===== config.mk =====
export PLATFORM = sky130hd
export DESIGN_NAME = asp_div_cell
export DESIGN_NICKNAME = d
export VERILOG_FILES = /design/src/asp_div_cell.sv
export SDC_FILE = /design/constraint.sdc
export NUM_CORES = 1
export LEC_CHECK = 0
export ABC_AREA = 1
export BUFFER_PORTS_ARGS = -buffer_cell sky130_fd_sc_hd__buf_4
export CAP_MARGIN = 5
export CORE_MARGIN = 3
export CORE_UTILIZATION = 30
export CTS_BUF_LIST = sky130_fd_sc_hd__clkbuf_4 sky130_fd_sc_hd__clkbuf_8 sky130_fd_sc_hd__clkbuf_16
export DETAILED_ROUTE_END_ITERATION = 8
export MAX_ROUTING_LAYER = met4
export PLACE_DENSITY = 0.6
export SLEW_MARGIN = 25
export SYNTH_ARGS = -nofsm -noshare
export SYNTH_HDL_FRONTEND = slang
export SYNTH_SLANG_ARGS = --single-unit

===== constraint.sdc =====
create_clock -name clk -period 2.1 [get_ports clk]
set_input_delay 0.105 -clock clk [delete_from_list [all_inputs] [get_ports clk]]
set_output_delay 0.105 -clock clk [all_outputs]
set_load 0.01 [all_outputs]

===== src/asp_div_cell.sv =====
// ----------------------------------------------------------------------------
// asp_div_cell
// one restoring division step producing one quotient bit per cycle while en is high
// ----------------------------------------------------------------------------
module asp_div_cell #(
    parameter int NW  = 13,
    parameter int QW  = 31,
    parameter int PW  = 128
) (
    input  logic          clk,
    input  logic          en,
    input  logic [NW:0]   rem_in,
    input  logic [NW-1:0] den_in,
    input  logic          num_bit,
    input  logic [QW-1:0] quo_in,
    input  logic [PW-1:0] pass_in,
    output logic [NW:0]   rem_out,
    output logic [NW-1:0] den_out,
    output logic [QW-1:0] quo_out,
    output logic [PW-1:0] pass_out
);

    logic [NW+1:0] shifted;
    logic          fits;

    always_comb
    begin
        shifted = {rem_in, num_bit};
        fits    = shifted >= {2'b00, den_in};
    end

    always_ff @(posedge clk)
    begin
        if (en)
        begin
            rem_out  <= fits ? (NW+1)'(shifted - {2'b00, den_in})
                             : shifted[NW:0];
            den_out  <= den_in;
            quo_out  <= {quo_in[QW-2:0], fits};
            pass_out <= pass_in;
        end
    end

endmodule


=== Word level (Yosys, flattened, before mapping) ===
Index checks and enable logic that the tools add are counted.

* Magnitude comparators: 1
* Muxes and demuxes: 1
* $add $sub $neg: 1

{| class="wikitable"
|+ Operator list
! cell !! number
|-
| $ge A15 B13 Y1 || 1
|-
| $mux W14 || 1
|-
| $sub A14 B13 Y14 || 1
|}

* Output and inout port bits: 186
* Bits in registers: 186
* Logic and storage cells: 7

=== Logic depth before layout (Yosys ltp) ===
Gate-level depths: netlist of the first run.

* Depth after elaboration: 2
* Gate-level depth with buffers: 14

=== Worst setup path after synthesis of the first run ===
OpenSTA, ideal clock, no wires.

* Kind: input port to flip-flop
* Start: in num_bit
* End: reg rem_out[6], data pin
* Arrival time: 1.315 ns
* Buffers on the path: 0
* Stages: 11
* Setup slack: 0.533 ns
* Data required time: 1.848 ns
* Path through: inv_1 > ha_1 > inv_1 > fa_1 > nand3_1 > nand3_1 > nand2_1 > nand2_1 > xor2_1 > nand2_1 > nand2_1

* Cells in the longest elaborated chain, start to end: 2

{| class="wikitable"
|+ RTL lines
! what !! line !! RTL
|-
| start: declaration || 14 || <nowiki>input logic num_bit,</nowiki>
|-
| $sub A14 B13 Y14 / $ge A15 B13 Y1 (equally long branches) || 36, 29 ||
|-
| $mux W14 (*) || 36 || <nowiki>rem_out <= fits ? (NW+1)'(shifted - {2'b00, den_in})</nowiki>
|-
| end signal: assignment || 36 ||
|-
| end: declaration || 17 || <nowiki>output logic [NW:0] rem_out,</nowiki>
|}

Every way passes the cells marked *; elsewhere a longest branch is shown, timed or not.
A chain may end at the register's enable or synchronous reset.

=== Worst setup path after layout of the first run ===
* Start: in den_in[0]
* End: reg rem_out[8], data pin

* Cells in the longest elaborated chain, start to end: 2

{| class="wikitable"
|+ RTL lines
! what !! line !! RTL
|-
| start: declaration || 13 || <nowiki>input logic [NW-1:0] den_in,</nowiki>
|-
| $sub A14 B13 Y14 / $ge A15 B13 Y1 (equally long branches) || 36, 29 ||
|-
| $mux W14 (*) || 36 ||
|}

Marks and branches as above.

==> results of run 1 <==
-- path summary, 6_finish.rpt --
| check | cells after the start | slack [ps] | end |
|---|---|---|---|
| max | 11 | 200 | rem_out[8] |
| min | 3 | 70 | rem_out[13] |
-- cell families after synthesis --
logic type,after synthesis
adders and majority gates,15
AOI/OAI and AO/OA,8
DFF,186
xor gates and xnor gates,6
and+or+nand+nor,146
buffers and inverters,55
-- critical path, delay by kind of cell --
kind | cells | cell delay [ps]
fa+ha+maj | 2 | 550
compound gates | 1 | 240
buf+inv | 3 | 690
simple gates | 5 | 500
-- stage by stage --
stage | util | power [mW] | instances | setup slack, ps
after floorplan | - | 5.03 | 416 | 533
after global placement | 0.454 | 5.93 | 1074 | 200
after detailed placement | 0.454 | 5.96 | 1074 | 215
after CTS | 0.565 | 9.58 | 1289 | 118
after global routing | 0.566 | 9.86 | 1293 | 47.4
final | 0.566 | 9.46 | 1294 | 199
-- cell type report --
type | instances | area, µm²
Timing Repair Buffer | 566 | 4750
Clock buffer | 18 | 433
Antenna cell | 2 | 5.00
Inverter | 53 | 199
Fill cell | 1777 | 9530
Tap cell | 280 | 350
Multi-Input combinational cell | 175 | 932
Sequential cell | 186 | 5590
Clock inverter | 14 | 175
-- flip-flops by register name, indices dropped and copies added (netlist names) --
signal	flops
den_out	13
pass_out	128
quo_out	31
rem_out	14
-- cells in the final DEF (no fill, tap or decap), drive strengths merged --
| master | count |
|---|---|
| a21oi | 7 |
| and2 | 2 |
| buf | 382 |
| bufinv | 1 |
| clkbuf | 19 |
| clkinv | 3 |
| clkinvlp | 1 |
| diode | 2 |
| dlygate4sd3 | 183 |
| edfxtp | 186 |
| fa | 1 |
| ha | 14 |
| inv | 62 |
| nand2 | 103 |
| nand3 | 20 |
| nand4 | 5 |
| nor2 | 15 |
| nor3 | 1 |
| o21ai | 1 |
| xor2 | 6 |
-- per-layer routing --
metal  share of wire  GRT usage  up-vias
met5               0          -        -
met2            0.56      0.320      205
met4           0.011     0.0391        0
met3           0.063     0.0422       18
li1                -          -     2620
met1            0.37      0.193     2558
-- power by group --
group	switching, mW	total, mW	internal, mW	leakage, nW
combinational	0.714	1.64	0.922	3.40
sequential	0.0883	4.53	4.44	1.82
clock	1.55	3.29	1.74	0.296
-- what timing repair did --
action	CTS	global route
endpoints found under the hold margin	183	0
hold buffers	183	0
setup buffers	0	3
gates resized for setup	0	0
endpoints found under the setup margin	0	7
==> summary.md, run 1 <==
| Metric | Value |
|---|---|
| Routability cong. | `0.835` |
| CP Max Fanout | `4` |
| Vias per cell | `4.17` |
| Post-synthesis xor/xnor area fraction | `0.00780` |
| Worst-Margin Slew | `573 ps` |
| Worst hold start | `rem_in[12]` |
| Overall Global Routing Usage | `0.175` |
| Post-synth design cell area | `6740 µm²` |
| WL final | `21600 µm` |
| Via count | `5401` |
| Placed Area | `9960 µm²` |
| DRC viols | `0` |
| Final setup vio count | `0` |
| TritonCTS Buffers | `17` |
| Routed WL per cell | `16.7 µm` |
| Most frequent CP cell | `nand3_1` |
| Hpwl dp | `15300 µm` |
| Finished layout cell area | `12400 µm²` |
| Die width | `156 µm` |
| TritonCTS clock tree | `done` |
| FP Rows | `54` |
| Max transition margin | `0.618` |
| Final Hold Fails | `0` |
| FF+latch count, synth | `186` |
| Hold slack | `66.3 ps` |
| Main combinational cell family by area after synthesis | `simple AND/OR/NAND/NOR gates` |
| Hold crit path type | `primary input to register` |
| Top area cells in the synthesized netlist | `edfxtp_1 (83%), nand2_1 (5.5%), inv_1 (2.9%), ha_1 (2.6%), nand3_1 (1.4%)` |
| Pins Over Slew Limit | `0` |
| Sequential fraction of the synthesis area | `0.829` |
| Main synth FF type | `edfxtp_1` |
| TritonRoute pass-1 iters | `4` |
| Ys Warns | `0` |
| Leak Pwr | `5.51 nW` |
| Adder-Cell Fraction of Synth Area | `0.0290` |
| Io pins | `375` |
| GR Overflow Total | `0` |
| Maximum clock rate | `526 MHz` |
| Yosys top cell by area | `edfxtp_1` |
| Sink Count | `186` |
| Setup TNS | `0 ps` |
| Post-synth EDFFs | `186` |
| Largest net degree at the start of global routing | `63` |
| Top cell type's share of synthesized area | `0.829` |
| Root buf cell | `clkbuf_16` |
| Crit path launch type | `primary input` |
| Mapped Cells | `416` |
| Antenna violations before repair | `1` |
| Commonest cells post-synth | `edfxtp_1 (186), nand2_1 (98), inv_1 (52), nand3_1 (19), ha_1 (14)` |
| Die ar. | `24300 µm²` |
| PD cells | `761 nW/µm²` |
| RSZ-0062 raised after global routing | `false` |
| Vias in the first global route | `5655` |
| Critical Path Slowest Stage Cell | `dlygate4sd3_1` |
| Worst path cell trace | `dlygate4sd3_1, buf_4, ha_1, inv_1, fa_1, nand3_1, nand3_1, a21oi_1, nand2_1, nand3_1, nand2_1` |
| Syn nets | `620` |
| First-pass GRT wire length | `31500 µm` |
| Starting density of the core | `0.307` |
| Most frequent cell after synthesis | `edfxtp_1` |
| Die Y | `156 µm` |
| Crit path required time | `2280 ps` |
| Post-Synth Simple-Gate Area | `0.0945` |
| Final min period | `1900 ps` |
| Final period util | `0.905` |
| Final layout net count | `1203` |
| Clk buf depth | `2` |
| Clock transition at path regs | `70 ps` |
| Synth Area per Inst | `16.2 µm²` |
| CP max stage delay | `530 ps` |
| Compound-Gate Fraction of Synth Area | `0.00706` |
| Share of cells above drive strength 1 | `0.424` |
| Port buffer count | `373` |
| Worst path arrival time | `2080 ps` |
| Critical path class | `primary input to register` |
| Critical Path Sink Type | `register` |
| Max Cap Viol | `0` |
| Core box area | `22000 µm²` |
| Library cells used by synthesis | `20` |
| 1st-iter DRT viols | `309` |
| Peak VDD IR | `0.441 mV` |
| Synth async-reset ratio | `0` |
| Worst setup path start | `den_in[0]` |
| Mux cell area share after synthesis | `0` |
| H-tree levels | `4` |
| Final ANT Viol Nets | `0` |
| Status | `finished, final reports clean` |
| Synth-to-layout area growth | `84.5%` |
No activity file was read; power rests on OpenSTA's default activity.
==> inputs of run 2 (changes only) <==
--- a/config.mk
+++ b/config.mk
@@ -8,12 +8,15 @@
 export ABC_AREA = 1
 export BUFFER_PORTS_ARGS = -buffer_cell sky130_fd_sc_hd__buf_4
 export CAP_MARGIN = 5
+export CELL_PAD_IN_SITES_DETAIL_PLACEMENT = 2
+export CELL_PAD_IN_SITES_GLOBAL_PLACEMENT = 2
 export CORE_MARGIN = 3
-export CORE_UTILIZATION = 30
+export CORE_UTILIZATION = 28
 export CTS_BUF_LIST = sky130_fd_sc_hd__clkbuf_4 sky130_fd_sc_hd__clkbuf_8 sky130_fd_sc_hd__clkbuf_16
+export CTS_CLUSTER_SIZE = 20
 export DETAILED_ROUTE_END_ITERATION = 8
 export MAX_ROUTING_LAYER = met4
-export PLACE_DENSITY = 0.6
+export PLACE_DENSITY = 0.82
 export SLEW_MARGIN = 25
 export SYNTH_ARGS = -nofsm -noshare
 export SYNTH_HDL_FRONTEND = slang
==> run 2 against run 1 <==
Count of clock-buffer cells in the layout did not move. Total power rose by 4.5%. Combinational power rose by 13%. Sequential power rose by 2%. Via count rose by 10%. Final area rose by 1.6%. Largest power group unchanged. Worst setup slack got worse by 100 ps.
==> summary.md, run 2 (same netlist as run 1, synthesis figures left out) <==
| Metric | Value |
|---|---|
| Status | `finished, final reports clean` |
| Crit path required time | `2280 ps` |
| Final Non-Filler Cells | `1334` |
| Io pins | `375` |
| Vias in the first global route | `6626` |
| Clk buf depth | `2` |
| PD cells | `783 nW/µm²` |
| TritonCTS clock tree | `done` |
| Die ar. | `26000 µm²` |
| Final setup vio count | `0` |
| Worst path depth | `14` |
| TritonRoute pass-1 iters | `4` |
| Peak VDD IR | `0.823 mV` |
| Final ANT Viol Nets | `0` |
| CP max stage delay | `530 ps` |
| CP top delay family | `buffers and inverters` |
| Overall Global Routing Usage | `0.290` |
| Routability cong. | `0.760` |
| Leak Pwr | `5.52 nW` |
| H-tree levels | `4` |
| Sink Count | `186` |
| WL final | `37300 µm` |
| Critical path class | `primary input to register` |
| Final layout net count | `1205` |
| Die width | `161 µm` |
| Commonest non-fill, non-tap cell in the layout | `buf_4` |
| Largest net degree at the start of global routing | `53` |
| Starting density of the core | `0.286` |
| Synth-to-layout area growth | `87.4%` |
| Pre-CTS setup slack | `138 ps` |
| Placed cell count | `1115` |
| Antenna violations before repair | `1` |
| FP Rows | `56` |
| First-pass GRT wire length | `51900 µm` |
| Max reg flops | `128` |
| Reg with most FFs | `pass_out` |
| GR Overflow Total | `0` |
| DRC viols | `0` |
| 1st-iter DRT viols | `316` |
| Port buffer count | `373` |
| Max transition margin | `0.655` |
| Worst path arrival time | `2190 ps` |
| Crit path launch type | `primary input` |
| Hold Crit Depth | `3` |
| Max Cap Viol | `0` |
| Worst-Margin Slew | `518 ps` |
| Hold crit path type | `primary input to register` |
| Most frequent cells in the layout | `buf_4 (379), edfxtp_1 (186), dlygate4sd3_1 (183)` |
| Setup TNS | `0 ps` |
| Final min period | `2000 ps` |
| Share of cells above drive strength 1 | `0.443` |
| Via count | `5966` |
| Routed WL per cell | `27.9 µm` |
| Worst path cell trace | `dlygate4sd3_1, buf_4, inv_1, ha_2, nand2_2, nor2_2, nand2_1, nand2_2, nand2_2, inv_2, nor2_4, buf_4, nand2_1, nand2_1` |
| Final worst slack | `97.0 ps` |
| Worst path bufs/invs | `5` |
| Die Y | `161 µm` |
| Root buf cell | `clkbuf_16` |
| Clock transition at path regs | `80 ps` |
| Critical Path Slowest Stage Cell | `dlygate4sd3_1` |
| CP Max Fanout | `7` |
| Biggest regs | `pass_out: 128 flops, quo_out: 31 flops, rem_out: 14 flops` |
| Maximum clock rate | `499 MHz` |
| Core box area | `23500 µm²` |
| Pins Over Slew Limit | `0` |
| TritonCTS Buffers | `17` |
| Final Hold Fails | `0` |
| Vias per cell | `4.47` |
| Critical Path Sink Type | `register` |
| Final period util | `0.954` |
| Hpwl dp | `21700 µm` |
[run 2: cell count changes in the layout (fill, tap and decap cells not counted), moves of 3 or more]
cell,delta
ha_1,-10
ha_4,+7
nand2_2,+4
ha_2,+3
nand2_1,-4
[run 2: layout make-up]
type	instances	area (µm²)
clock buffers	18	433
well taps	319	399
fillers	2309	10900
multi-input cells	176	1070
inverters	53	199
clock inverters	14	169
flip-flops and latches	186	5590
repair buffers	567	4770
diodes	1	2.50
[run 2: worst paths after layout]
kind / from / endpoint / slack [ps]
max: den_in[6] / rem_out[5] / 100
min: num_bit / rem_out[0] / 50
[run 2: tightest hold or removal path, delay by kind of cell]
family / cells / cell delay (ps)
AO/OA/AOI/OAI: 1 / 150
buffers and inverters: 2 / 130
[run 2: through the flow]
stage / instance area [µm²] / power, mW / hold WS (ps) / utilization
after floorplan: 6740 / 5.03 / 204 / -
after global placement: 10000 / 5.96 / 283 / 0.426
after detailed placement: 10000 / 6.08 / 284 / 0.426
after CTS: 12500 / 9.70 / 32.0 / 0.530
after global routing: 12600 / 10.2 / 79.4 / 0.536
final: 12600 / 9.89 / 50.8 / 0.536
[run 2: timing repair]
| action | 4_1_cts | 5_1_grt |
|---|---|---|
| resized for setup | 0 | 23 |
| hold buffers | 183 | 0 |
| setup buffers | 0 | 2 |
| endpoints found under the hold margin | 183 | 0 |
| setup endpoints to repair | 0 | 13 |
[run 2: power by group]
part / internal (mW) / total [mW] / switching (mW)
clock network: 1.63 / 3.42 / 1.78
logic: 0.958 / 1.86 / 0.901
registers: 4.45 / 4.61 / 0.160
total: 7.04 / 9.89 / 2.85
[run 2: routing by layer]
metal	track usage	vias to the layer above	share of wire
met2	0.532	223	0.55
met4	0.0727	0	0.023
li1	-	2632	-
met1	0.325	3072	0.38
met3	0.0564	39	0.046
met5	-	-	0
