`config.mk`:
```
export PLATFORM = sky130hd
export DESIGN_NAME = asp_sqrt_cell
export DESIGN_NICKNAME = d
export VERILOG_FILES = /design/src/asp_sqrt_cell.sv
export SDC_FILE = /design/constraint.sdc
export NUM_CORES = 1
export LEC_CHECK = 0
export ABC_AREA = 1
export BUFFER_PORTS_ARGS = -buffer_cell sky130_fd_sc_hd__buf_2
export CAP_MARGIN = 10
export CORE_UTILIZATION = 30
export CTS_BUF_LIST = sky130_fd_sc_hd__clkbuf_16
export CTS_CLUSTER_DIAMETER = 100
export DETAILED_ROUTE_END_ITERATION = 10
export HOLD_SLACK_MARGIN = 0.05
export SLEW_MARGIN = 10
export SYNTH_ARGS = -nofsm -noshare
export SYNTH_HDL_FRONTEND = slang
export SYNTH_SLANG_ARGS = --single-unit
```
`constraint.sdc`:
```
create_clock -name clk -period 2.47 [get_ports clk]
set_clock_uncertainty 0.05 [all_clocks]
set_input_delay 0.247 -clock clk [delete_from_list [all_inputs] [get_ports clk]]
set_output_delay 0.247 -clock clk [all_outputs]
set_load 0.01 [all_outputs]
```
`src/asp_sqrt_cell.sv`:
```
// ----------------------------------------------------------------------------
// asp_sqrt_cell
// one digit-by-digit square root step, two radicand bits per cycle while en is high
// ----------------------------------------------------------------------------
module asp_sqrt_cell #(
    parameter int RW = 32,
    parameter int PW = 128
) (
    input  logic          clk,
    input  logic          en,
    input  logic [RW+1:0] rem_in,
    input  logic [RW-1:0] root_in,
    input  logic [1:0]    pair,
    input  logic [PW-1:0] pass_in,
    output logic [RW+1:0] rem_out,
    output logic [RW-1:0] root_out,
    output logic [PW-1:0] pass_out
);

    logic [RW+3:0] trial;
    logic [RW+3:0] cur;

    always_comb
    begin
        cur   = {rem_in, pair};
        trial = (RW+4)'({root_in, 2'b01});
    end

    always_ff @(posedge clk)
    begin
        if (en)
        begin
            if (cur >= trial)
            begin
                rem_out  <= (RW+2)'(cur - trial);
                root_out <= {root_in[RW-2:0], 1'b1};
            end
            else
            begin
                rem_out  <= cur[RW+1:0];
                root_out <= {root_in[RW-2:0], 1'b0};
            end
            pass_out <= pass_in;
        end
    end

endmodule

```
After elaboration in Yosys (flattened, before gate mapping)
Cells that the tools add are included.
{"block": "totals", "register_bits": 194}
{"block": "op_classes", "magnitude_cmp": 1, "muxes": 2, "n_addsub": 1}
{"op": "36-bit by 34-bit >= comparator with 1-bit output", "count": 1}
{"op": "34-bit two-way mux", "count": 1}
{"op": "34-bit subtractor", "count": 1}
{"op": "1-bit two-way mux", "count": 1}

Logic depth before layout (Yosys ltp)
Gate-level depths: netlist of the first run.
{"block": "logic_depth", "depth_word": 2, "ltp_mapped": 16, "ltp_nobuf": 15}

Least setup slack after synthesis of the first run
No wires, ideal clock.
{"block": "synth_path", "path_type": "in2reg", "startpoint": "input port root_in[13]", "endpoint": "register rem_out[25] (data pin)", "setup_time_ns": 0.253, "cell_stages": 15, "path_buffers": 1, "t_arrival_ns": 1.630, "required_time_ns": 2.167, "slack_ns": 0.537, "path_cell_list": "inv_1 > ha_1 > nand2_1 > inv_1 > nand2_1 > nand2_1 > nand2_1 > nand2_1 > a21oi_1 > nand2_1 > nand2_1 > nand2_4 > buf_4 > nand3_1 > nand2_1"}
{"block": "synth_via", "elab_chain_len": 2}
{"element": "start: declaration", "line_no": "12", "source": "input logic [RW-1:0] root_in,"}
{"element": "34-bit subtractor / 36-bit by 34-bit >= comparator with 1-bit output (equally long branches)", "line_no": "35, 33"}
{"element": "34-bit two-way mux (*)", "line_no": "33", "source": "if (cur >= trial)"}
{"element": "end signal: assignment", "line_no": "35", "source": "rem_out <= (RW+2)'(cur - trial);"}
{"element": "end signal: assignment", "line_no": "40", "source": "rem_out <= cur[RW+1:0];"}
{"element": "end: declaration", "line_no": "15", "source": "output logic [RW+1:0] rem_out,"}
Mark *: on every way between the ends. The rest lies on a longest branch, timed or not.
A chain may end at the register's enable or synchronous reset.

Final worst setup path of the first run
{"block": "layout_path", "startpoint": "input port rem_in[4]", "endpoint": "register rem_out[31] (data pin)"}
{"block": "layout_via", "elab_chain_len": 2}
{"element": "start: declaration", "line_no": "11", "source": "input logic [RW+1:0] rem_in,"}
{"element": "34-bit subtractor / 36-bit by 34-bit >= comparator with 1-bit output (equally long branches)", "line_no": "35, 33"}
{"element": "34-bit two-way mux (*)", "line_no": "33"}
Marks and branches as above.

==> results.toml, run 1 <==
[outcome]
status = "finished, final reports clean"

[sta]
finalSetupTns_ps = 0
fmax_ghz = 0.426
period_share_pct = 95.0
worst_pin_slew_ps = 560
rsz0062_at_grt = "true"
fin_ws_ps = 123
finalSetupViolCount = 0
slew_headroom_pct = 62.7
hold_violations = 0
period_minus_slack_ps = 2350
final_max_slew_viol_count = 0

[worst_setup_path]
crit_path_frequent_cell = "nand2_1"
worst-path-buf-inv = 3
worstSetupEndpointType = "register"
start_kind = "primary input"
critPathKind = "primary input to register"
arrival_ps = 2500
slowest_delay_ps = 550
slowest_stage = "dlygate4sd3_1"
cp_top_family = "simple AND/OR/NAND/NOR gates"
crit_chain = "dlygate4sd3_1 > buf_2 > ha_1 > nand2_1 > inv_1 > a21oi_1 > nand2_1 > nand2_1 > nand2_2 > nand3_1 > nand3_1 > nand3_1 > nand2_1"
cp_max_fo = 4
required_ps = 2620

[drt]
drcViolationCount = 0
ant_nets = 0
totalWireLength_mm = 31.2
vias_per_cell = 4.34
wl_per_cell_um = 16.8
dr.pass1.iters = 5
drt_iter0_drc = 575
routed-via-count = 8049

[floorplan]
initial_utilization_pct = 30.7
dieArea_mm2 = 0.0302
ios = 392
die_x_um = 174
rows = 62
dieHeight_um = 174
core_region_area_mm2 = 0.0289

[logic_synthesis]
ys_ff_latch = 194
netlist_area_mm2 = 0.00886
ys_top_cells_by_area = "edfxtp_1 (66%), nand2_1 (12%), inv_1 (5.9%)"
ys_seq_area_share_pct = 65.7
yosysWarningCount = 0
synth_cells = 838
synth-adder-area-share_pct = 4.80
syn-num-nets = 1070
avgSynthCellArea_um2 = 10.6
synth_top_cell_by_area = "edfxtp_1"
synth_mux_area_share_pct = 0
synth_top_family_by_area = "simple AND/OR/NAND/NOR gates"
synth_top_area_share_pct = 65.7
ys_types = 24
synthSimpleGateAreaFrac_pct = 18.6
synth_compound_area_share_pct = 2.50
synth-xor-area-share_pct = 1.78

[layout]
drive_above_1_share_pct = 33.4
nNetsFinal = 1691
n_antenna_cell = 0
final_area_mm2 = 0.0142
final_core_util_pct = 49.4
area_growth_pct = 60.8

[cts]
clk_path_buf_depth = 2
htreeDepth = 4
cts_sinks = 194
numCtsBuffers = 17
path_clk_slew_ps = 90
cts-root-buf = "clkbuf_16"
cts_tree = "yes"

[global_route]
grt_pass1_vias = 8283
grt_pass1_wl_mm = 46.9
grt.overflow.total = 0
grt.total_usage_pct = 20.5
grt_max_degree = 62
antenna_found_initial = 0

[placement]
globalplace.congestion = 0.828
post-place-ws_ps = 118
dpl-instance-area_mm2 = 0.0115
dp_hpwl_mm = 22.8
io_buffer_count = 391

[pwr]
leakage_uw = 0.00673
peakVddDrop_mv = 0.349
power_density_mw_per_mm2 = 613

[job]
drv_cap = 0

[hold_path]
hold_start = "pair[0]"
hold_path_depth = 3
hold_end = "rem_out[0]"
hold_class = "primary input to register"
[flip-flops by register name (all words and copies together), names as in the netlist]
register,cells
root_out,32
pass_out,128
rem_out,34
[per-stage QoR]
| step | instances | power, uW | hold WS [ps] |
|---|---|---|---|
| after floorplan | 838 | 4870 | 296 |
| after global placement | 1632 | 5650 | 374 |
| after detailed placement | 1632 | 5660 | 375 |
| after CTS | 1855 | 8730 | 75.0 |
| after global routing | 1856 | 9110 | 150 |
| final | 1856 | 8730 | 98.9 |
[report_power, final]
part | internal, uW | switching [uW] | total, uW
sequential | 3980 | 78.4 | 4060
clock | 1360 | 1460 | 2820
combinational | 832 | 1020 | 1850
total | 6170 | 2550 | 8730
[worst max path at each step]
stage                            from     endpoint  slack, ps  cells past startpoint
after floorplan           root_in[13]  rem_out[25]        540                     15
after global placement    root_in[13]  rem_out[25]        150                     16
after detailed placement  root_in[12]  rem_out[22]        120                     16
after CTS                 root_in[13]  rem_out[22]          3                     17
after global routing      root_in[17]  rem_out[29]         -9                     13
final                       rem_in[4]  rem_out[31]        120                     13
[synth_stat cells, drive strengths merged]
cell type / n
nand3b: 4
nand3: 39
xnor2: 3
nand2: 291
o21bai: 3
nor3: 3
xor2: 15
edfxtp: 194
nor2: 57
nand4: 6
o21ai: 13
ha: 34
or2: 1
buf: 6
and2: 3
a21oi: 26
inv: 140
[layout by cell type (no fill, tap or decap), types with 3 or more instances in the layout]
master	Yosys	final
buf_2	0	390
buf_4	3	20
nand3b_1	4	4
o21ai_0	13	12
ha_1	34	21
inv_6	0	3
edfxtp_1	194	194
a21oi_1	25	23
a21oi_2	1	3
nand2_1	288	277
inv_1	139	140
nor2_4	0	5
nand2_2	2	13
nor2_2	8	4
inv_8	0	3
clkinv_8	0	5
clkbuf_16	0	17
nor2_1	49	48
nand3_1	38	37
dlygate4sd3_1	0	191
o21bai_1	3	3
ha_4	0	12
and2_1	3	3
xor2_1	15	15
buf_12	0	5
xnor2_1	3	3
nand4_1	6	6
[repair_timing]
item / 4_1_cts / 5_1_grt
endpoints found under the hold margin: 191 / 0
endpoints found under the setup margin: 0 / 35
hold buffers: 191 / 0
buffers inserted: 0 / 1
resized for setup: 0 / 39
[metal layers]
layer / global-route usage (%) / part of all wire, %
met5: 0 / 0
met1: 23.7 / 40
met3: 3.42 / 4.5
met2: 37.5 / 52
met4: 8.55 / 3.3
[worst min-delay path: cells and delay by family]
kind                   cells  cell delay [ps]
buffers and inverters      1              140
AND/OR/NAND/NOR            2              110
[cell type report]
class / count / area [um^2]
clock buffers: 17 / 425
well taps: 384 / 480
inverters: 140 / 528
flip-flops and latches: 194 / 5830
fillers: 2685 / 14600
clock inverters: 15 / 170
repair buffers: 608 / 4140
multi-input cells: 498 / 2680
[cell families after synthesis]
group	Yosys count
DFF	194
buffers and inverters	146
adders and majority gates	34
xor gates and xnor gates	18
and+or+nand+nor	404
AOI/OAI and AO/OA	42
(Power assumes the default switching activity.)
==> run 2: changes to the inputs <==
Settings changed: CORE_ASPECT_RATIO set to 0.9.
==> results.toml, run 2 (synthesis results as in run 1) <==
[outcome]
status = "finished, final reports clean"

[drt]
wl_met1_mm = 12.7
ant_nets = 0
vias_per_cell = 4.33
totalWireLength_mm = 31.1
highest_layer = "met4"
dr.pass1.iters = 5
drt_iter0_drc = 462
routed-via-count = 8046
wl_per_cell_um = 16.8
drcViolationCount = 0
wl_met3_mm = 1.66
wl_met2_mm = 15.6

[placement]
dp_hpwl_mm = 22.5
io_buffer_count = 391
dpl-instance-area_mm2 = 0.0115
post-place-ws_ps = 120
globalplace.congestion = 0.882

[sta]
fin_ws_ps = 126
rsz0062_at_grt = "true"
finalSetupTns_ps = 0
final_max_slew_viol_count = 0
hold_slack_ps = 78.5
period_share_pct = 94.9
slew_headroom_pct = 69.6
finalSetupViolCount = 0
hold_violations = 0
fmax_ghz = 0.427
period_minus_slack_ps = 2340
worst_pin_slew_ps = 452

[cts]
cts-root-buf = "clkbuf_16"
numCtsBuffers = 17
cts_sinks = 194
path_clk_slew_ps = 90
clk_path_buf_depth = 2
cts_tree = "yes"
htreeDepth = 4

[worst_setup_path]
required_ps = 2610
cp_max_fo = 17
critPathKind = "primary input to register"
arrival_ps = 2490
worstSetupEndpointType = "register"
start_kind = "primary input"

[layout]
top_register = "pass_out"
n_antenna_cell = 0
final_core_util_pct = 48.7
largest_register_ffs = 128
final_common_cell = "buf_2"
final_cell_mix = "buf_2 (390), nand2_1 (278), edfxtp_1 (194)"
drive_above_1_share_pct = 33.0
final_area_mm2 = 0.0141
area_growth_pct = 59.5
top_regs = "pass_out (128), rem_out (34), root_out (32)"
nNetsFinal = 1681

[floorplan]
die_x_um = 183
rows = 59
core_region_area_mm2 = 0.0290
initial_utilization_pct = 30.5
dieArea_mm2 = 0.0302
dieHeight_um = 165
ios = 392

[global_route]
grt.overflow.total = 0
antenna_found_initial = 0
grt_pass1_vias = 7986
grt.total_usage_pct = 20.0
grt_pass1_wl_mm = 44.8
grt_max_degree = 53

[pwr]
peakVddDrop_mv = 0.487
leakage_uw = 0.00669
power_density_mw_per_mm2 = 623

[job]
drv_cap = 0

[hold_path]
hold_start = "rem_in[26]"
hold_class = "primary input to register"
hold_end = "rem_out[28]"
hold_path_depth = 3
run 2: through the flow:
| step | std cells | total power (uW) |
|---|---|---|
| 4_1_cts | 1857 | 8870 |
| 3_3_place_gp | 1637 | 5640 |
| 2_1_floorplan | 838 | 4870 |
| 3_5_place_dp | 1637 | 5650 |
| 5_1_grt | 1858 | 9180 |
| 6_report | 1858 | 8810 |
run 2: timing repair:
item	in CTS	in global routing
hold buffers	188	0
hold endpoints to repair	188	0
buffers inserted	0	1
gates resized for setup	0	34
setup endpoints to repair	0	34
run 2: final cells by class:
| type | count | area [um^2] |
|---|---|---|
| fill | 2699 | 14900 |
| sequential | 194 | 5830 |
| timing repair buffer | 598 | 4050 |
| multi-input combinational | 498 | 2610 |
| inverter | 140 | 528 |
| tap | 396 | 495 |
| clock buffer | 17 | 425 |
| clock inverter | 15 | 201 |
run 2: critical path, stage by stage:
cell and delay (ps):
dlygate4sd3_1 520, buf_2 110, inv_1 40, ha_2 380, nand3_1 90, nand3_1 180, nand3_1 120, nand3_2 100
nand2_1 70, nand2_1 90, nand2_1 90, nand2_4 100, inv_4 60, buf_12 150, nand2_1 70, nand2_1 60
run 2: worst max path at each step:
stage | start | end | slack (ps) | depth (start not counted)
after floorplan | root_in[13] | rem_out[25] | 540 | 15
after global placement | root_in[13] | rem_out[8] | 130 | 15
after detailed placement | root_in[13] | rem_out[26] | 120 | 14
after CTS | root_in[13] | rem_out[23] | 60 | 15
after global routing | root_in[13] | rem_out[11] | -30 | 17
final | root_in[0] | rem_out[11] | 130 | 16
run 2: layer usage:
layer  track usage (%)  vias up
met5                 0        -
met1              23.4     3749
met2              35.9      300
met4              8.45        0
met3              3.88       49
li1                  -     3948
run 2: where the power goes:
| part | total [uW] | switching (uW) | leakage, uW | internal, uW |
|---|---|---|---|---|
| Clock | 2930 | 1530 | 0.000300 | 1400 |
| Combinational | 1820 | 1010 | 0.00449 | 804 |
| Sequential | 4060 | 82.9 | 0.00190 | 3980 |
==> run 3: changes to the inputs <==
Settings changed: RECOVER_POWER set to 50.
==> results.toml, run 3 (synthesis results as in run 1) <==
[layout]
final_cell_mix = "buf_2 (361), nand2_1 (278), edfxtp_1 (194)"
top_regs = "pass_out (128), rem_out (34), root_out (32)"
fillers = 2719
multi_input_area_mm2 = 0.00261
final_area_mm2 = 0.0141
largest_register_ffs = 128
drive_above_1_share_pct = 31.2
n_antenna_cell = 0
final_core_util_pct = 48.5
regArea_mm2 = 0.00583
top_register = "pass_out"
area_growth_pct = 58.7
nNetsFinal = 1681
final_common_cell = "buf_2"

[sta]
period_minus_slack_ps = 2380
slew_headroom_pct = 12.6
final_max_slew_viol_count = 0
finalSetupTns_ps = 0
fin_ws_ps = 95.0
rsz0062_at_grt = "true"
finalSetupViolCount = 0
fmax_ghz = 0.421
hold_violations = 0
worst_pin_slew_ps = 1310
period_share_pct = 96.2

[drt]
dr.pass1.iters = 5
ant_nets = 0
routed-via-count = 8049
drt_iter0_drc = 440
drcViolationCount = 0
wl_per_cell_um = 16.7
vias_per_cell = 4.33
totalWireLength_mm = 31.1

[worst_setup_path]
startpoint = "root_in[0]"
cp_top_family = "simple AND/OR/NAND/NOR gates"
required_ps = 2610
cp_max_fo = 17
crit_chain = "dlygate4sd3_1 > clkbuf_1 > inv_1 > ha_2 > nand3_1 > nand3_1 > nand3_1 > nand3_2 > nand2_1 > nand2_1 > nand2_1 > nand2_4 > inv_4 > buf_12 > nand2_1 > nand2_1"
start_kind = "primary input"
worstSetupEndpointType = "register"
arrival_ps = 2520
critPathKind = "primary input to register"
slowest_delay_ps = 520
crit_path_frequent_cell = "nand2_1"
slowest_stage = "dlygate4sd3_1"
worst-path-buf-inv = 5

[global_route]
grt.overflow.total = 0
grt_max_degree = 53
antenna_found_initial = 0
grt.total_usage_pct = 20.0
grt_pass1_vias = 7986
grt_pass1_wl_mm = 44.8

[pwr]
p_int_uw = 6170
power_density_mw_per_mm2 = 626
combPwrFrac_pct = 20.5
seq_power_share_pct = 46.2
switching_power_uw = 2630
p_total_uw = 8800
peakVddDrop_mv = 0.489
pwr-share-clk_pct = 33.3
leakage_uw = 0.00660
p_sw_share_pct = 29.9

[cts]
cts-root-buf = "clkbuf_16"
numCtsBuffers = 17
cts_sinks = 194
cts_tree = "yes"
clk_path_buf_depth = 2
htreeDepth = 4
path_clk_slew_ps = 90

[placement]
dpl-instance-area_mm2 = 0.0115
globalplace.congestion = 0.882
io_buffer_count = 391
dp_hpwl_mm = 22.5
post-place-ws_ps = 120

[hold_path]
hold_start = "rem_in[26]"
hold_class = "primary input to register"
hold_path_depth = 3
hold_end = "rem_out[28]"

[floorplan]
ios = 392
die_x_um = 183
rows = 59
initial_utilization_pct = 30.5
dieHeight_um = 165
dieArea_mm2 = 0.0302
core_region_area_mm2 = 0.0290

[job]
drv_cap = 0

[outcome]
status = "finished, final reports clean"
==> run 3: cell types whose count changed in the layout (fill, tap and decap cells not counted) <==
cell      before  now
buf_12         4    2
buf_2        390  361
clkbuf_1       0   27
clkbuf_2       0    4
clkbuf_4       0    1
clkbuf_8       1    0
==> run 3: timing repair <==
item | CTS | global route
setup buffers | 0 | 1
setup endpoints to repair | 0 | 34
gates resized for setup | 0 | 34
hold buffers | 188 | 0
endpoints found under the hold margin | 188 | 0
==> run 3: cell type report <==
class	count	share of cell area, %
clock buffer	17	3.02
clock inverter	15	1.43
inverter	140	3.75
multi-input combinational	498	18.6
sequential	194	41.4
tap	396	3.52
timing repair buffer	598	28.3
==> run 3: how the worst max path moves through the flow <==
stage | endpoint | slack (ps) | cells past startpoint
CTS | rem_out[23] | 60 | 15
global placement | rem_out[8] | 130 | 15
detailed placement | rem_out[26] | 120 | 14
global route | rem_out[11] | -30 | 17
finish | rem_out[11] | 90 | 16
floorplan | rem_out[25] | 540 | 15
==> run 3: power groups by stage <==
stage	clock network (uW)	registers (uW)	logic, uW
2_1_floorplan	0	4300	568
3_3_place_gp	0	4130	1510
3_5_place_dp	0	4130	1520
4_1_cts	3030	4060	1770
5_1_grt	3100	4090	1970
6_report	2930	4060	1800
==> run 3: layer usage <==
metal  share of wire, %  track usage (%)  vias up
met3                5.4             3.88       50
met5                  0                0        -
met4                3.6             8.45        0
met2                 50             35.9      299
li1                   -                -     3947
met1                 41             23.4     3753
==> run 3: through the flow <==
step	instances	hold slack [ps]
after floorplan	838	296
after global placement	1637	374
after detailed placement	1637	375
after CTS	1857	65.8
after global routing	1858	74.0
final	1858	76.3
