$ cat src/asp_pkg.sv
// ----------------------------------------------------------------------------
// asp_pkg
// shared constants and tables of the spiral point generator
// ----------------------------------------------------------------------------
package asp_pkg;

    localparam int IDX_WIDTH    = 13;
    localparam int CORDIC_STEPS = 30;
    localparam int REG_ADDR_W   = 2;

    localparam logic [REG_ADDR_W-1:0] REG_OFFSET_A    = 2'd0;
    localparam logic [REG_ADDR_W-1:0] REG_GROWTH_B    = 2'd1;
    localparam logic [REG_ADDR_W-1:0] REG_POINT_COUNT = 2'd2;

    localparam logic [IDX_WIDTH-1:0] COUNT_RESET = 13'd100;

    localparam logic [29:0] TEN_PI_Q24        = 30'd527071785;
    localparam logic [27:0] TWO_PI_Q24        = 28'd105414357;
    localparam logic [27:0] PI_Q24            = 28'd52707179;
    localparam logic [27:0] HALF_PI_Q24       = 28'd26353589;
    localparam logic [27:0] THREE_HALF_PI_Q24 = 28'd79060768;
    localparam logic signed [33:0] CORDIC_GAIN_Q30 = 34'sd652032874;

    // angles are held below 2^30 in q.24 (theta <= 10 pi)
    localparam int ANG_W  = 30;
    // cordic datapath width in q2.30 plus headroom
    localparam int CD_W   = 34;

    function automatic logic signed [CD_W-1:0] atan_q30(input int i);
        logic signed [CD_W-1:0] v;
        case (i)
            0: v = 34'sd843314856;   1: v = 34'sd497837829;
            2: v = 34'sd263043836;   3: v = 34'sd133525158;
            4: v = 34'sd67021686;    5: v = 34'sd33543515;
            6: v = 34'sd16775850;    7: v = 34'sd8388437;
            8: v = 34'sd4194282;     9: v = 34'sd2097149;
            10: v = 34'sd1048575;    11: v = 34'sd524287;
            12: v = 34'sd262143;     13: v = 34'sd131071;
            14: v = 34'sd65535;      15: v = 34'sd32767;
            16: v = 34'sd16383;      17: v = 34'sd8191;
            18: v = 34'sd4095;       19: v = 34'sd2047;
            20: v = 34'sd1023;       21: v = 34'sd511;
            22: v = 34'sd255;        23: v = 34'sd127;
            24: v = 34'sd63;         25: v = 34'sd31;
            26: v = 34'sd15;         27: v = 34'sd8;
            28: v = 34'sd4;          29: v = 34'sd2;
            default: v = '0;
        endcase
        return v;
    endfunction

endpackage

$ cat src/asp_cordic_cell.sv
// ----------------------------------------------------------------------------
// asp_cordic_cell
// one rotation-mode cordic micro-rotation with a fixed shift
// ----------------------------------------------------------------------------
module asp_cordic_cell #(
    parameter int STEP = 0,
    parameter int PW   = 128
) (
    input  logic                            clk,
    input  logic                            en,
    input  logic signed [asp_pkg::CD_W-1:0] x_in,
    input  logic signed [asp_pkg::CD_W-1:0] y_in,
    input  logic signed [asp_pkg::CD_W-1:0] z_in,
    input  logic [PW-1:0]                   pass_in,
    output logic signed [asp_pkg::CD_W-1:0] x_out,
    output logic signed [asp_pkg::CD_W-1:0] y_out,
    output logic signed [asp_pkg::CD_W-1:0] z_out,
    output logic [PW-1:0]                   pass_out
);

    logic signed [asp_pkg::CD_W-1:0] dx;
    logic signed [asp_pkg::CD_W-1:0] dy;
    logic signed [asp_pkg::CD_W-1:0] at;

    always_comb
    begin
        dx = y_in >>> STEP;
        dy = x_in >>> STEP;
        at = asp_pkg::atan_q30(STEP);
    end

    always_ff @(posedge clk)
    begin
        if (en)
        begin
            if (z_in >= 0)
            begin
                x_out <= x_in - dx;
                y_out <= y_in + dy;
                z_out <= z_in - at;
            end
            else
            begin
                x_out <= x_in + dx;
                y_out <= y_in - dy;
                z_out <= z_in + at;
            end
            pass_out <= pass_in;
        end
    end

endmodule

$ cat config.mk
export PLATFORM = sky130hd
export DESIGN_NAME = asp_cordic_cell
export DESIGN_NICKNAME = d
export VERILOG_FILES = /design/src/asp_pkg.sv /design/src/asp_cordic_cell.sv
export SDC_FILE = /design/constraint.sdc
export NUM_CORES = 1
export LEC_CHECK = 0
export ABC_AREA = 1
export ABC_CLOCK_PERIOD_IN_PS = 4800
export BUFFER_PORTS_ARGS = -buffer_cell sky130_fd_sc_hd__buf_2
export CORE_AREA = 2 2 253 255
export DETAILED_ROUTE_END_ITERATION = 10
export DIE_AREA = 0 0 255 257
export SYNTH_ARGS = -nofsm -noshare
export SYNTH_HDL_FRONTEND = slang
export SYNTH_SLANG_ARGS = --single-unit
$ cat constraint.sdc
create_clock -name clk -period 4.8 [get_ports clk]
set_input_delay 0.48 -clock clk [delete_from_list [all_inputs] [get_ports clk]]
set_output_delay 0.48 -clock clk [all_outputs]
set_load 0.03 [all_outputs]
# == After elaboration in Yosys (flattened, before gate mapping) ==
# Index checks and enable logic that the tools add are counted.
# W data, S select, Z words.
# op_classes
magnitude_cmp,1
mux,3
addsub,5
# op_table
operator,count
$mux W34,3
$sub A34 B34 Y34,2
$add A34 B31 Y34 const B,1
$add A34 B34 Y34,1
$ge A34 B1 Y1 const B,1
$sub A34 B31 Y34 const B,1
# word_totals
input_bits,232
register_bits,230
elab_cells,13
output_inout_bits,230

# == Longest topological paths before layout ==
# Gate-level depths: netlist (run 1).
# depth
word_depth,2
depth_mapped,20

# == Least setup slack after synthesis (run 1) ==
# Ideal clock, no wire load.
# synth_timing
path_type,input to register
from,in z_in[33] (netlist bit)
to,reg z_out[25] (netlist bit) (data pin)
setup_time_ps,252
stages,18
arrival_time_ps,2857
required_ps,4548
path_slack_ps,1691
path_buffers,1
path_cell_list,inv_1 -> ha_1 -> nand2_1 -> nor4_2 -> nand3b_1 -> o21ai_4 -> buf_6 -> ha_1 -> a21oi_1 -> o21ai_2 -> a21oi_1 -> o21ai_2 -> nand2_1 -> nand2_1 -> nand2_1 -> nand2_1 -> nand2_1 -> nand2_1
# synth_via
elab_chain_len,2
# synth_rtl
element,line,source
"start, declared",asp_cordic_cell.sv:13,"input logic signed [asp_pkg::CD_W-1:0] z_in,"
$ge A34 B1 Y1,asp_cordic_cell.sv:36,if (z_in >= 0)
$mux W34,asp_cordic_cell.sv:36,
"end signal, assigned",asp_cordic_cell.sv:40,z_out <= z_in - at;
"end signal, assigned",asp_cordic_cell.sv:46,z_out <= z_in + at;
"end, declared",asp_cordic_cell.sv:17,"output logic signed [asp_pkg::CD_W-1:0] z_out,"
# No other way between the ends.
# A chain may end at the register's enable or synchronous reset.

# == Final worst setup path (run 1) ==
# layout_timing
from,in z_in[33] (netlist bit)
to,reg z_out[32] (netlist bit) (data pin)
# Same word-level chain as after synthesis.

==> results of run 1 <==
==> placed cells by master, fill, tap and decap left out, drive strengths merged, types with 31 or more instances in the layout <==
| cell | instances |
|---|---|
| nand2 | 538 |
| buf | 465 |
| inv | 268 |
| edfxtp | 229 |
| nor2 | 183 |
| nand3 | 164 |
| a21oi | 152 |
| ha | 129 |
| o21ai | 127 |
| xor2 | 47 |
| nor3 | 31 |
==> metal layers <==
| layer | vias to the layer above | track usage | share of wire |
|---|---|---|---|
| li1 | 7633 | - | - |
| met2 | 667 | 0.331 | 0.50 |
| met5 | - | 0 | 0 |
| met3 | 80 | 0.0345 | 0.082 |
| met4 | 0 | 0.0549 | 0.028 |
| met1 | 7131 | 0.222 | 0.39 |
==> final timing paths <==
check | from | end | slack, ns | cells past startpoint
worst max-delay path | z_in[33] | z_out[32]$_DFFE_PP_ | 1.49 | 18
worst min-delay path | pass_in[83] | pass_out[83]$_DFFE_PP_ | 0.06 | 1
==> state kept, by name (all words and copies together), names as in the netlist <==
name and cells:
z_out 34, pass_out 128, y_out 33, x_out 34
==> final cells by class <==
cell class,instances,area (um2)
tap,846,1060
clock inverter,23,234
antenna,2,5.00
multi-input combinational,1478,7990
sequential,229,6880
timing repair buffer,465,2360
fill,6707,42500
inverter,265,997
clock buffer,28,701
==> kinds of logic (layout without fill, tap and decap cells) <==
| logic type | Yosys count | count (layout) | share of synthesized area |
|---|---|---|---|
| and+or+nand+nor | 963 | 963 | 0.249 |
| AOI/OAI and AO/OA | 328 | 328 | 0.110 |
| buffers and inverters | 306 | 781 | 0.0808 |
| DFF | 229 | 229 | 0.425 |
| adders and majority gates | 133 | 133 | 0.105 |
| xor gates and xnor gates | 54 | 54 | 0.0293 |
| other | 0 | 2 | 0 |
==> power groups by stage <==
stage / Sequential [mW] / Combinational, mW / Clock, mW
4_1_cts: 2.55 / 2.13 / 2.29
3_5_place_dp: 2.59 / 2.12 / 0
6_report: 2.54 / 2.12 / 2.19
5_1_grt: 2.56 / 2.32 / 2.35
2_1_floorplan: 3.02 / 0.901 / 0
3_3_place_gp: 2.58 / 2.12 / 0
==> cell usage after synthesis (all sizes together), types with 3 or more instances <==
master	number	area [um2]
edfxtp	229	6880
nand4	20	125
a21oi	152	764
or2	7	43.8
ha	129	1610
nand3b	4	30.0
o21bai	18	135
nand3	164	826
buf	40	305
xor2	47	412
o21a	3	22.5
nor3	31	170
nor2	183	694
nor4	12	93.8
fa	4	80.1
o21ai	127	658
a21o	13	97.6
nand2	538	2020
a21boi	3	22.5
inv	265	997
o211ai	3	27.5
a31oi	8	50.1
xnor2	7	61.3
==> stage by stage <==
step	total power, mW	instance area [um2]	hold WS [ns]	worst slack, ns
floorplan	3.92	16200	0.579	1.69
global route	7.23	20200	0.0204	1.22
detailed placement	4.71	19300	0.658	0.918
CTS	6.96	20200	0.0121	1.55
finish	6.85	20200	0.0601	1.49
global placement	4.71	19300	0.656	0.895
==> impl_metrics.toml, run 1 <==
[setup_path]
cp_top_family = "simple AND/OR/NAND/NOR gates"
crit_chain = "buf_2 > inv_1 > ha_1 > nand2_1 > nor4_2 > nand3b_1 > nor2_1 > nor2_4 > buf_4 > ha_1 > a21oi_1 > o21ai_0 > a21oi_1 > nand2_1 > a31oi_1 > nand2_1 > nand2_1 > nand2_1"
crit_slowest_cell = "buf_4"
cpPeakStageDelay_ns = 0.63
cp_num_buf_inv = 3
worst_setup_path_start_kind = "primary input"
cp_data_required_time_ns = 5.14
crit_arrival_ns = 3.64
cp_common_cell = "nand2_1"
critPathCaptureType = "register"
critical_path.max_fanout = 63
path_class = "primary input to register"

[synthesis]
synthArstFlopShare = 0
yosysWarnings = 0
syn-instance-count = 2013
synth-edff-count = 229
ys.flop_type = "edfxtp_1"
syn_nets = 2378
yosysSeqAreaShare = 0.425
synth_area_mm2 = 0.0162
yosysUniqueCellTypes = 44
ys_ff_latch = 229
syn_area_per_cell_um2 = 8.03

[drt]
routedWlPerCell_um = 18.8
drtAntennaViolNets = 0
drt_iter0_markers = 1142
dr_total_vias = 15500
routed_wl_um = 62700
drc = 0
drt_first_pass_iters = 6
routed_via_density = 4.65

[hold_path]
min_path_type = "primary input to register"

[run]
max_cap_viol_count = 0

[cts]
clk_pin_slew_ns = 0.07
clk_path_buf_depth = 3
htreeDepth = 1
postCtsResizedCells = 0
tritoncts = "done"
cts_sinks = 229
clock-root-buffer = "clkbuf_16"
cts-buffers-inserted = 28
cts_hold_buf = 0
post_cts_buffers = 0

[sta]
post-route-min-period_ns = 3.31
post-route-period-util = 0.689
maxSlewViolCount = 0
setup_violations = 0
setup_tns_ns = 0
final_hold_viol_count = 0
worst_pin_slew_ns = 0.854
rsz0062_at_grt = "false"
timing.slew.headroom = 0.428
fmax_mhz = 303

[die]
num_io_pins = 462
start_util = 0.258
dieArea_mm2 = 0.0655
row_count = 92
die_y_um = 257
core_mm2 = 0.0627
die_x_um = 255

[pwr]
power_per_cell_area_mw_per_mm2 = 339
switchingPower_mw = 2.55
seqPwrFrac = 0.370
p_leak_nw = 9.63
ir_worst_vdd_uv = 271
comb_power_share = 0.310
power.share.clock = 0.320
p_sw_frac = 0.372
p_int_mw = 4.30

[layout]
drive_gt1_frac = 0.217
fin_cells = 3336
fin_nets = 2832
final_util = 0.322
area_growth_pct = 25.1

[run_status]
status = "complete, no violations"

[global_routing]
gr-total-overflow = 0
grt_max_degree = 104
antenna_found_initial = 3
grt_pass1_vias = 14900
grt_pass1_wl_um = 90500
grt_usage = 0.185

[placed_design]
dp_hpwl_um = 52200
dpl.cell_count = 3283
port-buffer-count = 461
place_congestion = 0.965
Note: power is estimated with default switching activity, not from simulation.
==> run 2, diff against run 1 <==
==> config.mk (replaced) <==
export PLATFORM = sky130hd
export DESIGN_NAME = asp_cordic_cell
export DESIGN_NICKNAME = d
export VERILOG_FILES = /design/src/asp_pkg.sv /design/src/asp_cordic_cell.sv
export SDC_FILE = /design/constraint.sdc
export NUM_CORES = 1
export LEC_CHECK = 0
export ABC_AREA = 0
export ABC_CLOCK_PERIOD_IN_PS = 3100
export BUFFER_PORTS_ARGS = -buffer_cell sky130_fd_sc_hd__buf_2
export CORE_AREA = 2 2 240 242
export DETAILED_ROUTE_END_ITERATION = 10
export DIE_AREA = 0 0 242 244
export SYNTH_ARGS = -nofsm -noshare
export SYNTH_HDL_FRONTEND = slang
export SYNTH_SLANG_ARGS = --single-unit
==> constraint.sdc (replaced) <==
create_clock -name clk -period 3.1 [get_ports clk]
set_input_delay 0.31 -clock clk [delete_from_list [all_inputs] [get_ports clk]]
set_output_delay 0.31 -clock clk [all_outputs]
set_load 0.03 [all_outputs]
==> run 2 against run 1 <==
The flow now finishes with violations (setup timing). Final area increased by 15%. Synthesized area decreased by 10%. Sequential power increased by 58%. Setup slack got worse by 1.8 ns.
==> impl_metrics.toml, run 2 <==
[run_status]
status = "finished with violations"
failed_checks = "setup timing"

[layout]
drive_gt1_frac = 0.433
largest_register_ffs = 128
top_register = "pass_out"
final_common_cell = "buf_2"
final_util = 0.415
final_cell_mix = "457 x buf_2, 373 x buf_4, 229 x edfxtp_1"
final_cell_area_mm2 = 0.0233
num_antenna_cells = 0
fin_nets = 2664
reg_top3 = "pass_out: 128 flops, x_out: 34 flops, z_out: 34 flops"
area_growth_pct = 60.2

[cts]
cts-buffers-inserted = 27
cts_sinks = 229
tritoncts = "done"
clk_pin_slew_ns = 0.06
htreeDepth = 1
clock-root-buffer = "clkbuf_16"
clk_path_buf_depth = 3

[pwr]
p_int_mw = 7.43
power_per_cell_area_mw_per_mm2 = 484
power.share.clock = 0.293
comb_power_share = 0.351
p_leak_nw = 10.6
seqPwrFrac = 0.356
p_sw_frac = 0.341
ir_worst_vdd_uv = 382
switchingPower_mw = 3.85

[synthesis]
synth-compound-area-share = 0.194
ys_ff_latch = 229
yosysMostFrequentCell = "edfxtp_1"
syn_area_per_cell_um2 = 10.8
yosysWarnings = 0
syn_nets = 1706
synth_xor_area_frac = 0.0560
synth_area_mm2 = 0.0145
yosysTopAreaCellShare = 0.473
synthAdderAreaFrac = 0.116
synthTopCellsByArea = "edfxtp_1 47%, ha_1 11%, a21oi_1 5.0%, xnor2_1 4.3%, inv_1 2.8%"
synth_top_family_by_area = "compound AO/OA/AOI/OAI gates"
yosys.area_share.simple = 0.0920
muxShareOfSynthArea = 0.0139
syn-instance-count = 1341
synthArstFlopShare = 0
yosysSeqAreaShare = 0.473
yosysUniqueCellTypes = 90
synth_top_cell_by_area = "edfxtp_1"
synth-edff-count = 229
yosys-top-cells-count = "229 x edfxtp_1, 146 x a21oi_1, 129 x ha_1"
ys.flop_type = "edfxtp_1"

[placed_design]
port-buffer-count = 461
dp_slack_ns = -1.15
postPlaceCellArea_mm2 = 0.0204
dp_hpwl_um = 46300
place_congestion = 0.940

[die]
die_y_um = 244
die_x_um = 242
row_count = 87
num_io_pins = 462
dieArea_mm2 = 0.0590
start_util = 0.259
core_mm2 = 0.0562

[drt]
drt_iter0_markers = 783
routed_via_density = 4.63
routed_wl_um = 58200
drt_first_pass_iters = 5
drtAntennaViolNets = 0
drc = 0
routedWlPerCell_um = 18.9
dr_total_vias = 14200

[setup_path]
cpPeakStageDelay_ns = 0.23
worst_setup_path_start_kind = "primary input"
cp_data_required_time_ns = 3.41
path_class = "primary input to register"
critPathCaptureType = "register"
crit_arrival_ns = 3.67
crit_slowest_cell = "nor4_2"
critical_path.max_fanout = 5
crit_chain = "buf_8 > inv_4 > ha_4 > nor4b_4 > nand4_1 > nor4_2 > buf_4 > and4_4 > nand2b_4 > buf_6 > ha_4 > and3_4 > and3_4 > a211oi_4 > o21a_1 > a2bb2oi_2 > o311ai_4 > a221oi_2 > o21bai_1 > xor2_1"

[sta]
post-route-period-util = 1.09
final_hold_viol_count = 0
worst_pin_slew_ns = 0.797
rsz0062_at_grt = "true"
post-route-min-period_ns = 3.37
setup_ws_ns = -0.268
setup_violations = 17
timing.slew.headroom = 0.462
maxSlewViolCount = 0
fmax_mhz = 297

[global_routing]
grt_usage = 0.188
gr-total-overflow = 0
grt_pass1_vias = 14700
grt_max_degree = 74
antenna_found_initial = 9
grt_pass1_wl_um = 86300

[run]
max_cap_viol_count = 0

[hold_path]
min_path_type = "primary input to register"
[run 2: cell count changes after synthesis, moves of 18 or more]
cell,before,now
a21o_1,13,45
buf_4,22,2
clkbuf_1,1,19
inv_1,260,107
mux2i_1,0,19
nand2_1,536,53
nand3_1,163,18
nor2_1,180,95
o21ai_0,105,71
xnor2_1,7,72
xor2_1,47,21
[run 2: final cells by class]
cell class | count | area, um2
Fill cell | 5436 | 32900
Clock buffer | 29 | 683
Multi-Input combinational cell | 945 | 7440
Tap cell | 756 | 946
Inverter | 114 | 440
Clock inverter | 20 | 224
Timing Repair inverter | 1 | 6.26
Sequential cell | 229 | 6880
Timing Repair Buffer | 981 | 6680
[run 2: through the flow]
stage	hold WS [ns]	total power [mW]	std cells	setup TNS [ns]
6_report	0.144	11.3	3075	-2.43
4_1_cts	0.110	11.3	3068	-2.99
2_1_floorplan	0.409	6.11	1341	-4.71
3_5_place_dp	0.488	7.76	2877	-39.74
3_3_place_gp	0.486	7.73	2877	-35.67
5_1_grt	0.105	11.8	3075	-5.59
[run 2: power groups by stage]
stage | Combinational (mW) | Sequential, mW | Clock, mW
after floorplan | 1.32 | 4.78 | 0
after global placement | 3.66 | 4.08 | 0
after detailed placement | 3.68 | 4.08 | 0
after CTS | 3.89 | 4.02 | 3.40
after global routing | 4.23 | 4.04 | 3.53
final | 3.96 | 4.01 | 3.30
[run 2: layer usage]
| layer | track usage | wire length [um] | share of wire |
|---|---|---|---|
| met1 | 0.209 | 22300 | 0.38 |
| met2 | 0.345 | 29700 | 0.51 |
| met3 | 0.0351 | 3210 | 0.055 |
| met5 | 0 | 0 | 0 |
| met4 | 0.0930 | 3020 | 0.052 |
[run 2: logic make-up (layout without fill, tap and decap cells)]
| family | after synthesis | after routing |
|---|---|---|
| DFF | 229 | 229 |
| muxes | 20 | 20 |
| adders and majority gates | 133 | 133 |
| buffers and inverters | 167 | 1145 |
| xor gates and xnor gates | 93 | 93 |
| and+or+nand+nor | 270 | 270 |
| AOI/OAI and AO/OA | 429 | 429 |
[run 2: final timing paths]
check,startpoint,end,cells after the start
max,z_in[33],z_out[33]$_DFFE_PP_,20
min,z_in[1],z_out[1]$_DFFE_PP_,2
[run 2: critical path, delay by kind of cell]
| kind | cells | cell delay (ns) |
|---|---|---|
| fa+ha+maj | 2 | 0.37 |
| xor+xnor | 1 | 0.16 |
| buf+inv | 4 | 0.45 |
| compound gates | 6 | 1.03 |
| simple gates | 7 | 1.33 |
[run 2: timing repair]
item / in CTS / in global routing
hold buffers: 129 / 0
pin swaps: 33 / 47
endpoints found under the hold margin: 129 / 0
setup buffers: 14 / 9
gates cloned: 1 / 0
gates resized for setup: 44 / 53
setup endpoints to repair: 22 / 38
==> run 3, diff against run 2 <==
--- a/config.mk
+++ b/config.mk
@@ -11,6 +11,8 @@
 export CORE_AREA = 2 2 240 242
 export DETAILED_ROUTE_END_ITERATION = 10
 export DIE_AREA = 0 0 242 244
+export GPL_TIMING_DRIVEN = 1
+export MAX_ROUTING_LAYER = met4
 export SYNTH_ARGS = -nofsm -noshare
 export SYNTH_HDL_FRONTEND = slang
 export SYNTH_SLANG_ARGS = --single-unit
==> run 3 against run 2 <==
The run still ends with setup timing left. Non-clock buffer count up 4. Power is 1.6% lower. Global-route usage rose by 0.57 points. Critical path depth down 4. Critical endpoint unchanged. Largest power group unchanged. Highest routed layer unchanged.
==> impl_metrics.toml, run 3 (synthesis results as in run 2) <==
[run]
max_cap_viol_count = 0

[sta]
setup_violations = 14
maxSlewViolCount = 0
final_hold_viol_count = 0
post-route-period-util = 1.05
setup_ws_ns = -0.163
fin_hold_ws_ns = 0.123
rsz0062_at_grt = "true"
post-route-min-period_ns = 3.26
worst_pin_slew_ns = 0.767
fmax_mhz = 306
timing.slew.headroom = 0.482

[setup_path]
worst_setup_path_start_kind = "primary input"
crit_start = "z_in[8]"
path_class = "primary input to register"
critPathCaptureType = "register"
crit_arrival_ns = 3.55
cp_data_required_time_ns = 3.39
critical_path.max_fanout = 5

[drt]
routedWlPerCell_um = 19.0
drtAntennaViolNets = 0
drc = 0
drt_first_pass_iters = 5
drt_iter0_markers = 703
routed_via_density = 4.65
dr_total_vias = 14300
routed_wl_um = 58300

[placed_design]
place_congestion = 0.937
dp_hpwl_um = 46400
port-buffer-count = 461

[pwr]
power_per_cell_area_mw_per_mm2 = 479
p_leak_nw = 10.6
ir_worst_vdd_uv = 325
power_mw = 11.1

[layout]
area_growth_pct = 59.4
top_register = "pass_out"
largest_register_ffs = 128
fillers = 5390
fin_nets = 2666
final_common_cell = "buf_2"
final_cell_mix = "454 x buf_2, 387 x buf_4, 229 x edfxtp_1"
drive_gt1_frac = 0.428
reg_top3 = "pass_out: 128 flops, x_out: 34 flops, z_out: 34 flops"
num_antenna_cells = 0

[global_routing]
antenna_found_initial = 8
grt_use_met2 = 0.364
globalRouteMet3Util = 0.0264
grt_usage = 0.194
grt_pass1_vias = 14700
grt_pass1_wl_um = 86600
grt_use_met1 = 0.215
grt_max_degree = 67
busiest_layer = "met2"
gr-total-overflow = 0

[hold_path]
hold-path-cell-count = 2
min_from = "z_in[2]"
min_path_type = "primary input to register"

[die]
num_io_pins = 462
start_util = 0.259
core_mm2 = 0.0562
row_count = 87
dieArea_mm2 = 0.0590
die_x_um = 242
die_y_um = 244

[run_status]
status = "finished with violations"
failed_checks = "setup timing"

[cts]
cts-buffers-inserted = 26
cts_sinks = 229
htreeDepth = 1
tritoncts = "done"
clk_path_buf_depth = 3
clock-root-buffer = "clkbuf_16"
clk_pin_slew_ns = 0.06
-- run 3: cell count changes in the layout (fill, tap and decap cells not counted), sizes merged --
cell	change
clkinv	-7
buf	+4
clkinvlp	+2
clkbuf	+2
bufinv	-1
inv	-2
-- run 3: per-layer routing --
layer,share of wire,routed length [um]
met1,0.40,23100
met2,0.53,31000
met3,0.047,2730
met4,0.026,1520
met5,0,0
-- run 3: final timing paths --
path / endpoint / slack, ns
setup / recovery: z_out[33]$_DFFE_PP_ / -0.16
hold / removal: z_out[2]$_DFFE_PP_ / 0.12
-- run 3: critical path, cell delays in order --
cell	delay, ns
buf_2	0.12
or4_4	0.55
nor4_4	0.23
and4_1	0.24
nand2b_4	0.24
buf_12	0.13
ha_4	0.19
and3_4	0.17
and3_4	0.18
a211oi_4	0.20
o21a_1	0.18
a2bb2oi_2	0.21
o311ai_4	0.14
a221oi_2	0.23
o21bai_1	0.10
xor2_1	0.15
-- run 3: metrics by stage --
stage	utilization	setup slack, ns	std cells	cell area [um2]	setup TNS (ns)
after detailed placement	0.365	-1.22	2886	20500	-42.65
final	0.413	-0.163	3073	23200	-1.17
after global routing	0.413	-0.339	3073	23200	-3.22
after CTS	0.411	-0.161	3071	23100	-0.756
after global placement	0.365	-1.20	2886	20500	-42.69
after floorplan	-	-0.555	1341	14800	-4.71
-- run 3: final cells by class --
type | instances | area, um2 | area share
clock buffers | 31 | 691 | 0.0298
clock inverters | 13 | 165 | 0.00712
inverters | 114 | 440 | 0.0190
multi-input cells | 945 | 7390 | 0.319
flip-flops and latches | 229 | 6880 | 0.297
well taps | 756 | 946 | 0.0408
repair buffers | 985 | 6680 | 0.288
-- run 3: timing repair --
item	CTS	global route
buffers inserted	16	3
hold buffers	129	0
pin swaps	41	17
hold endpoints to repair	129	0
gates resized for setup	61	20
endpoints found under the setup margin	24	27
-- run 3: where the power goes --
| group | internal, mW | switching (mW) |
|---|---|---|
| combinational | 1.60 | 2.34 |
| sequential | 3.88 | 0.136 |
| clock | 1.84 | 1.30 |
| total | 7.32 | 3.78 |
